<file path="src/rtl/serial_frame_receiver_xor_check_macros.svh">
// ----------------------------------------------------------------------------
// Assertion macros for the serial frame receiver
// Shared concurrent assertion forms, clocked on rising edge, disabled while active-low reset is low.
// ----------------------------------------------------------------------------
`ifndef SERIAL_FRAME_RECEIVER_XOR_CHECK_MACROS_SVH
`define SERIAL_FRAME_RECEIVER_XOR_CHECK_MACROS_SVH

// same-cycle implication
`define SFRX_ASSERT_NOW(label, clk, rst_n, ante, cons, msg) \
    label: assert property (@(posedge clk) disable iff (!(rst_n)) (ante) |-> (cons)) \
        else $error(msg);

// next-cycle implication
`define SFRX_ASSERT_NEXT(label, clk, rst_n, ante, cons, msg) \
    label: assert property (@(posedge clk) disable iff (!(rst_n)) (ante) |=> (cons)) \
        else $error(msg);

`endif

</file>
<file path="src/rtl/sfrx_pkg.sv">
// ----------------------------------------------------------------------------
// sfrx_pkg
// Types and constants of the serial frame receiver with XOR check.
// ----------------------------------------------------------------------------
package sfrx_pkg;

    localparam logic [7:0]  XOR_SEED    = 8'hFF;
    localparam logic [16:0] ELAPSED_MAX = 17'h1FFFF;
    localparam logic [15:0] COUNT_MAX   = 16'hFFFF;

    // configuration register indexes
    localparam logic [2:0] CFG_START_BYTE = 3'd0;
    localparam logic [2:0] CFG_ACK_BYTE   = 3'd1;
    localparam logic [2:0] CFG_NAK_BYTE   = 3'd2;
    localparam logic [2:0] CFG_WAIT_TICKS = 3'd3;
    localparam logic [2:0] CFG_EXT_TICKS  = 3'd4;

    // reset values
    localparam logic [7:0]  RST_START_BYTE = 8'd1;
    localparam logic [7:0]  RST_ACK_BYTE   = 8'd6;
    localparam logic [7:0]  RST_NAK_BYTE   = 8'd21;
    localparam logic [15:0] RST_WAIT_TICKS = 16'd1000;
    localparam logic [15:0] RST_EXT_TICKS  = 16'd250;

    localparam logic FUNC_BYTE = 1'b0;
    localparam logic FUNC_TICK = 1'b1;

    typedef enum logic [2:0] {
        KIND_BYTE     = 3'd0,
        KIND_RESPONSE = 3'd1,
        KIND_CALLBACK = 3'd2,
        KIND_ACK      = 3'd3,
        KIND_NAK      = 3'd4,
        KIND_BAD_SUM  = 3'd5,
        KIND_TIMEOUT  = 3'd6
    } t_kind;

    typedef enum logic [3:0] {
        PH_IDLE = 4'b0001,
        PH_LEN  = 4'b0010,
        PH_BODY = 4'b0100,
        PH_SUM  = 4'b1000
    } t_phase;

    typedef struct packed {
        logic [7:0]  start_byte;
        logic [7:0]  ack_byte;
        logic [7:0]  nak_byte;
        logic [15:0] wait_ticks;
        logic [15:0] extension_ticks;
    } t_cfg;

    typedef struct packed {
        t_kind       kind;
        logic [7:0]  byte_value;
        logic [7:0]  byte_index;
        logic [7:0]  command_id;
        logic [7:0]  callback_id;
        logic        send_ack;
        logic        send_nak;
        logic [15:0] naks_seen;
        logic [15:0] bad_frames;
    } t_result;

endpackage

</file>
<file path="src/rtl/sfrx_cfg.sv">
// ----------------------------------------------------------------------------
// sfrx_cfg
// Configuration register file, written by index over the config channel.
// ----------------------------------------------------------------------------
module sfrx_cfg (
    input  logic          i_clk,
    input  logic          i_rst_n,
    input  logic          i_wr,
    input  logic [2:0]    i_index,
    input  logic [15:0]   i_data,
    output sfrx_pkg::t_cfg o_cfg
);

    sfrx_pkg::t_cfg r_cfg;
    sfrx_pkg::t_cfg n_cfg;

    always_comb begin
        n_cfg = r_cfg;
        if (i_wr) begin
            unique case (i_index)
                sfrx_pkg::CFG_START_BYTE: n_cfg.start_byte      = i_data[7:0];
                sfrx_pkg::CFG_ACK_BYTE:   n_cfg.ack_byte        = i_data[7:0];
                sfrx_pkg::CFG_NAK_BYTE:   n_cfg.nak_byte        = i_data[7:0];
                sfrx_pkg::CFG_WAIT_TICKS: n_cfg.wait_ticks      = i_data;
                sfrx_pkg::CFG_EXT_TICKS:  n_cfg.extension_ticks = i_data;
                default:                  n_cfg                 = r_cfg;
            endcase
        end
    end

    always_ff @(posedge i_clk) begin
        if (!i_rst_n) begin
            r_cfg.start_byte      <= sfrx_pkg::RST_START_BYTE;
            r_cfg.ack_byte        <= sfrx_pkg::RST_ACK_BYTE;
            r_cfg.nak_byte        <= sfrx_pkg::RST_NAK_BYTE;
            r_cfg.wait_ticks      <= sfrx_pkg::RST_WAIT_TICKS;
            r_cfg.extension_ticks <= sfrx_pkg::RST_EXT_TICKS;
        end else begin
            r_cfg <= n_cfg;
        end
    end

    assign o_cfg = r_cfg;

endmodule

</file>
<file path="src/rtl/sfrx_core.sv">
// ----------------------------------------------------------------------------
// sfrx_core
// Frame phase machine, running XOR, timeout and counters; one word per step.
// ----------------------------------------------------------------------------
module sfrx_core (
    input  logic              i_clk,
    input  logic              i_rst_n,
    input  logic              i_step,
    input  logic              i_func,
    input  logic [7:0]        i_rx_byte,
    input  sfrx_pkg::t_cfg    i_cfg,
    output logic              o_res_valid,
    output sfrx_pkg::t_result o_res
);

    sfrx_pkg::t_phase r_phase, n_phase;
    logic [7:0]  r_len,   n_len;
    logic [7:0]  r_count, n_count;
    logic [7:0]  r_xor,   n_xor;
    logic [7:0]  r_type,  n_type;
    logic [7:0]  r_cmd,   n_cmd;
    logic [7:0]  r_cb,    n_cb;
    logic        r_ext,   n_ext;
    logic [16:0] r_elap,  n_elap;
    logic [15:0] r_naks,  n_naks;
    logic [15:0] r_bad,   n_bad;

    logic [16:0] limit;
    logic [7:0]  count_inc;

    assign limit     = {1'b0, i_cfg.wait_ticks}
                     + (r_ext ? {1'b0, i_cfg.extension_ticks} : 17'd0);
    assign count_inc = r_count + 8'd1;

    always_comb begin
        n_phase = r_phase;
        n_len   = r_len;
        n_count = r_count;
        n_xor   = r_xor;
        n_type  = r_type;
        n_cmd   = r_cmd;
        n_cb    = r_cb;
        n_ext   = r_ext;
        n_elap  = r_elap;
        n_naks  = r_naks;
        n_bad   = r_bad;
        o_res_valid = 1'b0;
        o_res       = '0;
        o_res.kind  = sfrx_pkg::KIND_BYTE;

        if (i_func == sfrx_pkg::FUNC_TICK) begin
            if (r_elap != sfrx_pkg::ELAPSED_MAX) begin
                n_elap = r_elap + 17'd1;
            end
            if (n_elap >= limit) begin
                // partial frame gets one extension before timing out
                if (r_phase != sfrx_pkg::PH_IDLE && !r_ext) begin
                    n_ext = 1'b1;
                end else begin
                    n_phase     = sfrx_pkg::PH_IDLE;
                    n_elap      = '0;
                    n_ext       = 1'b0;
                    o_res_valid = 1'b1;
                    o_res.kind  = sfrx_pkg::KIND_TIMEOUT;
                end
            end
        end else begin
            unique case (r_phase)
                sfrx_pkg::PH_IDLE: begin
                    if (i_rx_byte == i_cfg.start_byte) begin
                        n_phase = sfrx_pkg::PH_LEN;
                        n_count = '0;
                        n_xor   = sfrx_pkg::XOR_SEED;
                        n_type  = '0;
                        n_cmd   = '0;
                        n_cb    = '0;
                    end else if (i_rx_byte == i_cfg.ack_byte) begin
                        n_phase     = sfrx_pkg::PH_IDLE;
                        n_elap      = '0;
                        n_ext       = 1'b0;
                        o_res_valid = 1'b1;
                        o_res.kind  = sfrx_pkg::KIND_ACK;
                    end else if (i_rx_byte == i_cfg.nak_byte) begin
                        if (r_naks != sfrx_pkg::COUNT_MAX) begin
                            n_naks = r_naks + 16'd1;
                        end
                        n_phase     = sfrx_pkg::PH_IDLE;
                        n_elap      = '0;
                        n_ext       = 1'b0;
                        o_res_valid = 1'b1;
                        o_res.kind  = sfrx_pkg::KIND_NAK;
                    end
                end
                sfrx_pkg::PH_LEN: begin
                    n_len   = i_rx_byte;
                    n_xor   = r_xor ^ i_rx_byte;
                    n_count = 8'd1;
                    // length zero or one goes straight to the checksum
                    n_phase = (i_rx_byte > 8'd1) ? sfrx_pkg::PH_BODY : sfrx_pkg::PH_SUM;
                    o_res_valid      = 1'b1;
                    o_res.byte_value = i_rx_byte;
                end
                sfrx_pkg::PH_BODY: begin
                    n_xor = r_xor ^ i_rx_byte;
                    case (r_count)
                        8'd1:    n_type = i_rx_byte;
                        8'd2:    n_cmd  = i_rx_byte;
                        8'd3:    n_cb   = i_rx_byte;
                        default: n_type = r_type;
                    endcase
                    n_count = count_inc;
                    if (count_inc >= r_len) begin
                        n_phase = sfrx_pkg::PH_SUM;
                    end
                    o_res_valid      = 1'b1;
                    o_res.byte_value = i_rx_byte;
                    o_res.byte_index = r_count;
                end
                sfrx_pkg::PH_SUM: begin
                    o_res_valid = 1'b1;
                    if (i_rx_byte != r_xor) begin
                        // wait keeps running after a bad checksum
                        if (r_bad != sfrx_pkg::COUNT_MAX) begin
                            n_bad = r_bad + 16'd1;
                        end
                        n_phase        = sfrx_pkg::PH_IDLE;
                        o_res.kind     = sfrx_pkg::KIND_BAD_SUM;
                        o_res.send_nak = 1'b1;
                    end else begin
                        n_phase          = sfrx_pkg::PH_IDLE;
                        n_elap           = '0;
                        n_ext            = 1'b0;
                        o_res.send_ack   = 1'b1;
                        o_res.command_id = r_cmd;
                        if (r_type == 8'd0) begin
                            o_res.kind        = sfrx_pkg::KIND_CALLBACK;
                            o_res.callback_id = r_cb;
                        end else begin
                            o_res.kind = sfrx_pkg::KIND_RESPONSE;
                        end
                    end
                end
                default: n_phase = sfrx_pkg::PH_IDLE;
            endcase
        end

        o_res.naks_seen  = n_naks;
        o_res.bad_frames = n_bad;
    end

    always_ff @(posedge i_clk) begin
        if (!i_rst_n) begin
            r_phase <= sfrx_pkg::PH_IDLE;
            r_len   <= '0;
            r_count <= '0;
            r_xor   <= sfrx_pkg::XOR_SEED;
            r_type  <= '0;
            r_cmd   <= '0;
            r_cb    <= '0;
            r_ext   <= 1'b0;
            r_elap  <= '0;
            r_naks  <= '0;
            r_bad   <= '0;
        end else if (i_step) begin
            r_phase <= n_phase;
            r_len   <= n_len;
            r_count <= n_count;
            r_xor   <= n_xor;
            r_type  <= n_type;
            r_cmd   <= n_cmd;
            r_cb    <= n_cb;
            r_ext   <= n_ext;
            r_elap  <= n_elap;
            r_naks  <= n_naks;
            r_bad   <= n_bad;
        end
    end

endmodule

</file>
<file path="src/rtl/serial_frame_receiver_xor_check.sv">
// ----------------------------------------------------------------------------
// serial_frame_receiver_xor_check
// SOF / length / XOR checksum frame receiver with ack, nak and tick timeout.
//
//  channel  dir  handshake             payload
//  s        in   i_s_tvalid/o_s_tready tdata rx_byte, tuser func
//  m        out  o_m_tvalid/i_m_tready tdata result fields, tuser kind
//  cfg      in   i_cfg_valid/o_cfg_ready index 3 bits, data 16 bits
//
// One word per cycle while the output is not stalled: input register, one
// step of the phase machine, output register.
// Words that give no result (ticks before timeout, other idle bytes, start byte) leave nothing.
// A stalled output holds the input register; the input register still
// takes a word while the output waits if it is empty.
// Synchronous active-low reset restores register defaults and idle phase.
// ----------------------------------------------------------------------------
`include "serial_frame_receiver_xor_check_macros.svh"

module serial_frame_receiver_xor_check (
    input  logic        i_clk,
    input  logic        i_rst_n,
    input  logic        i_s_tvalid,
    output logic        o_s_tready,
    input  logic [7:0]  i_s_tdata,   // [7:0] rx_byte
    input  logic [0:0]  i_s_tuser,   // [0] func
    output logic        o_m_tvalid,
    input  logic        i_m_tready,
    // [7:0] byte_value, [15:8] byte_index, [23:16] command_id,
    // [31:24] callback_id, [32] send_ack, [33] send_nak,
    // [49:34] naks_seen, [65:50] bad_frames, [71:66] zero
    output logic [71:0] o_m_tdata,
    output logic [2:0]  o_m_tuser,   // [2:0] kind
    input  logic        i_cfg_valid,
    output logic        o_cfg_ready,
    input  logic [2:0]  i_cfg_index,
    input  logic [15:0] i_cfg_data
);

    logic              r_in_valid;
    logic              r_in_func;
    logic [7:0]        r_in_byte;
    logic              r_out_valid, n_out_valid;
    sfrx_pkg::t_result r_out;

    logic              s_accept;
    logic              advance;
    logic              res_valid;
    sfrx_pkg::t_result res;
    sfrx_pkg::t_cfg    cfg;

    assign o_cfg_ready = 1'b1;
    assign advance     = r_in_valid && (!r_out_valid || i_m_tready);
    assign o_s_tready  = !r_in_valid || advance;
    assign s_accept    = i_s_tvalid && o_s_tready;

    sfrx_cfg u_cfg (
        .i_clk   (i_clk),
        .i_rst_n (i_rst_n),
        .i_wr    (i_cfg_valid && o_cfg_ready),
        .i_index (i_cfg_index),
        .i_data  (i_cfg_data),
        .o_cfg   (cfg)
    );

    sfrx_core u_core (
        .i_clk       (i_clk),
        .i_rst_n     (i_rst_n),
        .i_step      (advance),
        .i_func      (r_in_func),
        .i_rx_byte   (r_in_byte),
        .i_cfg       (cfg),
        .o_res_valid (res_valid),
        .o_res       (res)
    );

    always_ff @(posedge i_clk) begin
        if (!i_rst_n) begin
            r_in_valid <= 1'b0;
        end else if (s_accept) begin
            r_in_valid <= 1'b1;
        end else if (advance) begin
            r_in_valid <= 1'b0;
        end
    end

    always_ff @(posedge i_clk) begin
        if (s_accept) begin
            r_in_func <= i_s_tuser[0];
            r_in_byte <= i_s_tdata;
        end
    end

    always_comb begin
        if (advance) begin
            n_out_valid = res_valid;
        end else begin
            n_out_valid = r_out_valid && !i_m_tready;
        end
    end

    always_ff @(posedge i_clk) begin
        if (!i_rst_n) begin
            r_out_valid <= 1'b0;
        end else begin
            r_out_valid <= n_out_valid;
        end
    end

    always_ff @(posedge i_clk) begin
        if (advance && res_valid) begin
            r_out <= res;
        end
    end

    assign o_m_tvalid = r_out_valid;
    assign o_m_tuser  = r_out.kind;
    assign o_m_tdata  = {6'b0, r_out.bad_frames, r_out.naks_seen, r_out.send_nak,
                         r_out.send_ack, r_out.callback_id, r_out.command_id,
                         r_out.byte_index, r_out.byte_value};

    `SFRX_ASSERT_NOW(a_ack_kind, i_clk, i_rst_n, o_m_tvalid && o_m_tdata[32],
        o_m_tuser == sfrx_pkg::KIND_RESPONSE || o_m_tuser == sfrx_pkg::KIND_CALLBACK,
        "send_ack on a word that is no completed frame")
    `SFRX_ASSERT_NOW(a_nak_kind, i_clk, i_rst_n, o_m_tvalid && o_m_tdata[33],
        o_m_tuser == sfrx_pkg::KIND_BAD_SUM, "send_nak on a word without bad checksum")
    `SFRX_ASSERT_NOW(a_cb_only, i_clk, i_rst_n,
        o_m_tvalid && o_m_tuser != sfrx_pkg::KIND_CALLBACK,
        o_m_tdata[31:24] == 8'd0, "callback_id set on a non-callback word")
    `SFRX_ASSERT_NEXT(a_in_drain, i_clk, i_rst_n, advance && !s_accept,
        !r_in_valid, "input register not freed after its word was processed")

endmodule
</file>
<file path="config.mk">
export PLATFORM = sky130hd
export DESIGN_NAME = serial_frame_receiver_xor_check
export DESIGN_NICKNAME = d
export VERILOG_FILES = /design/src/rtl/sfrx_pkg.sv /design/src/rtl/sfrx_cfg.sv /design/src/rtl/sfrx_core.sv /design/src/rtl/serial_frame_receiver_xor_check.sv
export VERILOG_INCLUDE_DIRS = /design/src /design/src/rtl
export SDC_FILE = /design/constraint.sdc
export NUM_CORES = 1
export LEC_CHECK = 0
export ABC_AREA = 1
export ABC_CLOCK_PERIOD_IN_PS = 13970
export BUFFER_PORTS_ARGS = -buffer_cell sky130_fd_sc_hd__buf_2
export CORE_MARGIN = 8
export CORE_UTILIZATION = 50
export DETAILED_ROUTE_END_ITERATION = 6
export GPL_TIMING_DRIVEN = 0
export PLACE_DENSITY = 0.69
export SYNTH_ARGS = -nofsm -noshare
export SYNTH_HDL_FRONTEND = slang
export SYNTH_SLANG_ARGS = --single-unit
</file>
<file path="constraint.sdc">
create_clock -name i_clk -period 13.97 [get_ports i_clk]
set_input_delay 0.6985 -clock i_clk [delete_from_list [all_inputs] [get_ports i_clk]]
set_output_delay 0.6985 -clock i_clk [all_outputs]
set_load 0.1 [all_outputs]
</file>
== Yosys cells after proc, flatten, opt, wreduce, memory -nomap -nowiden ==
Index checks and enable logic that the tools add are counted.

* Register bits after elaboration: 238
* Input port bits: 33

* Add/subtract/negate cells: 5
* Order comparisons: 3
* Eq/ne operators: 30
* Mux-type cells: 69
* Bitwise logic cells: 6
* Reduce and logical (&&, ||, !) cells: 39

{| class="wikitable"
|+ Operators with widths
! operator !! count
|-
| 2-to-1 mux 16 bit || 11
|-
| 2-to-1 mux 17 bit || 9
|-
| case mux 8 bit (2 select lines) || 4
|-
| 2-to-1 mux 8 bit || 5
|-
| case mux 17 bit (2 select lines) || 1
|-
| adder 16 x 1 -> 16 bit (second input constant) || 2
|-
| 2-to-1 mux 4 bit || 8
|-
| inequality test 16 bit (second input constant) || 2
|-
| AND reduction 5 bit || 5
|-
| == test 8 bit || 3
|-
| case mux 8 bit (3 select lines) || 1
|-
| 2-to-1 mux 3 bit || 7
|-
| 2-to-1 mux 1 bit || 18
|-
| adder 16 x 17 -> 17 bit || 1
|-
| adder 17 x 1 -> 17 bit (second input constant) || 1
|-
| greater-or-equal comparator 17 bit || 1
|-
| inequality test 17 bit (second input constant) || 1
|-
| == test 8 x 2 -> 1 bit (second input constant) || 2
|-
| case mux 4 bit (3 select lines) || 1
|-
| AND reduction 2 bit || 5
|-
| adder 8 x 1 -> 8 bit (second input constant) || 1
|-
| == test 8 x 1 -> 1 bit (second input constant) || 1
|-
| greater-or-equal comparator 8 bit || 1
|-
| greater-than comparator 8 x 1 -> 1 bit (second input constant) || 1
|-
| other kinds (33) || 60
|}

== Longest topological paths before layout ==
* Depth after elaboration: 7
* Gate-level depth with buffers: 28
* Mapped depth without buffers: 26

== Hierarchy ==
Synthesis repeated with hierarchy kept, for this count alone.

* Cell total of the unflattened synthesis: 1727
* Area total of the unflattened synthesis: 12969.9 um2

{| class="wikitable"
|+ Modules (own cells, without submodules)
! module !! instances !! cells each !! area each (um2) !! seq. area each (um2)
|-
| sfrx_core || 1 || 1307 || 8244.2 || 2042.0
|-
| serial_frame_receiver_xor_check || 1 || 104 || 2513.7 || 2382.3
|-
| sfrx_cfg || 1 || 316 || 2212.1 || 1121.1
|}

== Worst setup path before layout ==
No wires, ideal clock.

* Kind: register -> register
* Start: reg u_core.r_ext
* End: reg r_out, in the netlist o_m_tdata[0], enable pin
* Arrival: 4511 ps
* Slack: 9036 ps
* Stages on the path, launching flop included: 24
* Buffers on the path: 2
* Period minus slack after synthesis: 4934 ps
* Cells stage by stage: dfxtp_1 -> clkbuf_1 -> clkbuf_1 -> nand2_1 -> inv_1 -> ha_1 -> fa_1 -> nand3_1 -> nand2_1 -> a31oi_1 -> o21ai_0 -> a21oi_1 -> xor2_1 -> ha_1 -> nand2_1 -> nor2_1 -> nand2_1 -> nor2_1 -> nand2_1 -> nand4_1 -> nor2_1 -> nor2_1 -> nand3_1 -> inv_1

* Word-level cells in the longest chain between the ends: 6
* Elaborated cells between the ends (all ways): 9
* Those cells by class: add/sub (1); order compare (1); mux (4); reduce/logical (3)

{| class="wikitable"
|+ RTL lines
! item !! RTL line !! RTL
|-
| start: declaration || sfrx_core.sv:23 || <nowiki>logic r_ext, n_ext;</nowiki>
|-
| start signal: assignment || sfrx_core.sv:172 || <nowiki>r_ext <= n_ext;</nowiki>
|-
| 2-to-1 mux 16 bit or logical NOT 1 bit (tied branches) || sfrx_core.sv:32, sfrx_core.sv:57 ||
|-
| adder 16 x 17 -> 17 bit or logical AND 1 bit (tied branches) || sfrx_core.sv:32, sfrx_core.sv:57 ||
|-
| greater-or-equal comparator 17 bit or 2-to-1 mux 1 bit (tied branches) || sfrx_core.sv:55, sfrx_core.sv:57 ||
|-
| 2-to-1 mux 1 bit * || sfrx_core.sv:55 || <nowiki>if (n_elap >= limit) begin</nowiki>
|-
| 2-to-1 mux 1 bit * || sfrx_core.sv:51 || <nowiki>if (i_func == sfrx_pkg::FUNC_TICK) begin</nowiki>
|-
| logical AND 1 bit * || serial_frame_receiver_xor_check.sv:110 || <nowiki>if (advance && res_valid) begin</nowiki>
|-
| end signal: assignment || serial_frame_receiver_xor_check.sv:111 || <nowiki>r_out <= res;</nowiki>
|-
| end: declaration || serial_frame_receiver_xor_check.sv:43 || <nowiki>sfrx_pkg::t_result r_out;</nowiki>
|}

Mark *: on every way between the ends. The rest lies on a longest branch, timed or not.
A chain may end at the register's enable or synchronous reset.

== Final worst setup path ==
* Start: reg u_core.r_ext
* End: reg r_out, in the netlist o_m_tdata[19], enable pin

The elaborated chain is that of the path after synthesis.

==> impl_metrics.tcl <==
set metrics [dict create \
    comb_power_share_pct 11.6 \
    clockPowerShare_pct 42.0 \
    die-area_mm2 0.03006 \
    worst-path-buf-inv 5 \
    worstHoldStart "i_s_tdata[3]" \
    setup_viol 0 \
    drive_above_1_share_pct 12.61 \
    first_pass_iters 5 \
    grt_start_max_net_pins 51 \
    p_seq_share_pct 46.4 \
    path_max_fanout 50 \
    netlist_area_mm2 0.01238 \
    p_sw_share_pct 27.01 \
    syn_inst 1628 \
    leakagePower_nw 6.350 \
    die_w_um 173.4 \
    wl_met1_mm 13.93 \
    coreArea_mm2 0.02432 \
    drv_cap 0 \
    antenna_found_initial 0 \
    cts_resized 0 \
    dpl.cell_count 2061 \
    ys_types 47 \
    max_stage_delay_ns 0.46 \
    critPathKind "reg2reg" \
    critPathTopFamily "buffers and inverters" \
    cp.depth 24 \
    postCtsHoldBufs 0 \
    ant_nets 0 \
    port_buffers 103 \
    wl_met2_mm 14.34 \
    synth_edf_count 78 \
    hold_viol 0 \
    grt-ovfl-total 0 \
    clock_latency_ns 0.54 \
    synth_seq_cells 238 \
    routed_wl_mm 31.06 \
    ys_seq_area_share_pct 44.78 \
    num_rows 57 \
    p_per_area_mw_per_mm2 113.9 \
    max_slew_margin_pct 33.05 \
    htreeDepth 1 \
    worstRegToRegCells 24 \
    area_growth_pct 14.63 \
    cp-end-kind "flip-flop" \
    synth.avg_cell_area_um2 7.606 \
    worst_clock_skew_ns 0.01935 \
    crit_top_cell "nand2_1" \
    rsz0062_at_grt "false" \
    p_sw_uw 436.6 \
    top_layer_used "met4" \
    worst_pin_slew_ns 0.9965 \
    final_cell_mix "nand2_1, inv_1, nor2_1" \
    finish.net_count 1846 \
    start_util_pct 50.92 \
    setup-tns-final_ns 0 \
    hp-class "in2reg" \
    wl_met3_mm 1.798 \
    fin_util_pct 58.37 \
    grt_pass1_wl_mm 50.16 \
    r2r_setup_slack_ns 8.88 \
    design_area_mm2 0.01419 \
    drt_first_iter_violations 841 \
    grt_pass1_vias 10170 \
    synth_flop_cell "dfxtp_1" \
    r2r-start "u_core.r_ext" \
    period_share_pct 36.44 \
    p_int_mw 1.180 \
    nFillCells 2287 \
    place_area_mm2 0.01334 \
    final_common_cell "nand2_1" \
    numCtsBuffers 26 \
    fmax_ghz 0.1964 \
    stdcell_count 2108 \
    min_path_cells 1 \
    p_total_mw 1.616 \
    arrival_ns 5.32 \
    insertedDiodeCount 0 \
    clock_sinks 238 \
    synth_async_sr_flop_share_pct 0 \
    ys_warn_count 0 \
    finalMaxSlewViolations 0 \
    vias 10820 \
    fp.dieH_um 173.4 \
    wl_per_cell_um 14.73 \
    r2r_end "o_m_tdata[19]" \
    tritoncts "yes" \
    cts_buffer_depth 3 \
    clock-root-buffer "clkbuf_16" \
    gp_congestion 0.9105 \
    post-cts-setup-buffers 0 \
    drc 0 \
    hold-path-endpoint "r_in_byte[3]" \
    status "finished, final reports clean" \
    drt-vias-per-instance 5.131 \
    grtUsageTotal_pct 19.98 \
    worstPathRequired_ns 14.20 \
    clk_pin_slew_ns 0.06 \
    peakVddDrop_mv 0.08448 \
    slowest_stage "inv_2" \
    cp-start-kind "flip-flop" \
    ios 111 \
    period_minus_slack_ns 5.091 \
    dp_hpwl_mm 23.13 \
    path_cells "clkbuf_1 > clkbuf_1 > nand2_1 > inv_1 > ha_1 > fa_1 > nand3_1 > nand2_1 > a31oi_1 > o21ai_0 > a21oi_1 > xor2_1 > ha_1 > nand2_1 > nor2_1 > nand2_1 > nor2_1 > nand2_1 > nand4_1 > nor2_1 > nor2_1 > nand3_1 > inv_2 > buf_12" \
]
-- per-stage QoR --
| stage | setup slack (ns) | hold WS [ns] |
|---|---|---|
| 4_1_cts | 8.851 | 0.3242 |
| 6_report | 8.879 | 0.3432 |
| 2_1_floorplan | 9.036 | 0.4290 |
| 3_3_place_gp | 7.639 | 0.4416 |
| 5_1_grt | 8.277 | 0.3321 |
| 3_5_place_dp | 8.879 | 0.4434 |
-- how the worst max path moves through the flow --
stage,slack (ns),from,end
after floorplan,9.04,u_core.r_ext,o_m_tdata[0]
after global placement,7.64,u_core.r_ext,o_m_tdata[22]
after detailed placement,8.88,u_core.r_ext,o_m_tdata[22]
after CTS,8.85,u_core.r_ext,o_m_tdata[19]
after global routing,8.28,u_core.r_ext,o_m_tdata[20]
final,8.88,u_core.r_ext,o_m_tdata[19]
-- cells by family (layout without fill, tap and decap cells) --
kind of cell	Yosys count	after routing	synth area share [%]
other	2	7	0.06065
xor gates and xnor gates	60	60	4.244
buffers and inverters	283	434	9.114
adders and majority gates	48	48	4.911
AOI/OAI and AO/OA	276	276	11.72
DFF	238	238	44.78
and+or+nand+nor	721	721	25.17
-- registers in the layout, summed over array words and instances (netlist names) --
signal          count
u_core.r_cmd        8
u_core.r_cb         8
u_core.r_elap      17
r_in_func           1
o_m_tdata          66
o_m_tuser           3
r_in_byte           8
u_core.r_len        8
u_core.r_naks      16
u_core.r_ext        1
u_core.r_type       8
r_in_valid          1
o_m_tvalid          1
u_core.r_xor        8
u_core.r_count      8
u_cfg.o_cfg        56
u_core.r_bad       16
u_core.r_phase      4
-- Yosys cell counts (2+ instances only) --
cell type | count | area, µm²
nor2_1 | 196 | 735.7
xnor2_1 | 18 | 157.7
nor2_2 | 11 | 68.82
clkbuf_1 | 32 | 120.1
buf_2 | 11 | 55.05
o21bai_1 | 2 | 15.01
o21ai_1 | 22 | 110.1
and2_1 | 2 | 12.51
a211oi_1 | 3 | 22.52
nand3_1 | 94 | 470.5
nand4_1 | 21 | 131.4
a21oi_1 | 125 | 625.6
or2_2 | 2 | 12.51
a21o_1 | 2 | 15.01
dfxtp_1 | 160 | 3203
ha_1 | 47 | 588.1
buf_6 | 2 | 22.52
edfxtp_1 | 78 | 2342
nor4_1 | 2 | 12.51
nor2_4 | 2 | 22.52
nor3_4 | 2 | 32.53
inv_1 | 210 | 788.3
o21ai_0 | 107 | 535.5
buf_1 | 2 | 7.510
nor3_2 | 3 | 30.03
conb_1 | 2 | 7.510
inv_2 | 14 | 52.55
a31oi_1 | 4 | 25.02
buf_4 | 10 | 75.07
nand2_1 | 348 | 1306
nand3_2 | 5 | 50.05
xor2_1 | 42 | 367.9
clkinv_1 | 2 | 7.510
o211ai_1 | 5 | 37.54
nand2_2 | 5 | 31.28
nand3b_1 | 7 | 52.55
nor3_1 | 15 | 75.07
a211oi_2 | 4 | 50.05
-- power by group through the flow --
stage               clock network, mW  logic (mW)  registers, mW
floorplan                           0       0.107          0.797
global placement                    0       0.183          0.765
detailed placement                  0       0.186          0.765
CTS                             0.692       0.187          0.750
global route                    0.714       0.205          0.752
finish                          0.679       0.187          0.750
-- per-layer routing --
metal	vias to the layer above	global-route usage, %
met5	-	0
met4	0	6.504
met3	55	3.180
met2	325	34.48
met1	4902	25.08
li1	5535	-
-- final cells by class --
| cell class | instances | area [µm²] | area share, % |
|---|---|---|---|
| plain buffers | 57 | 280.3 | 1.974 |
| clock buffers | 31 | 699.4 | 4.927 |
| clock inverters | 16 | 152.6 | 1.075 |
| inverters | 226 | 848.3 | 5.976 |
| multi-input cells | 1112 | 5728 | 40.35 |
| flip-flops and latches | 238 | 5545 | 39.07 |
| well taps | 324 | 405.4 | 2.856 |
| repair buffers | 104 | 535.5 | 3.773 |
Power figures use the tool's default switching activity.
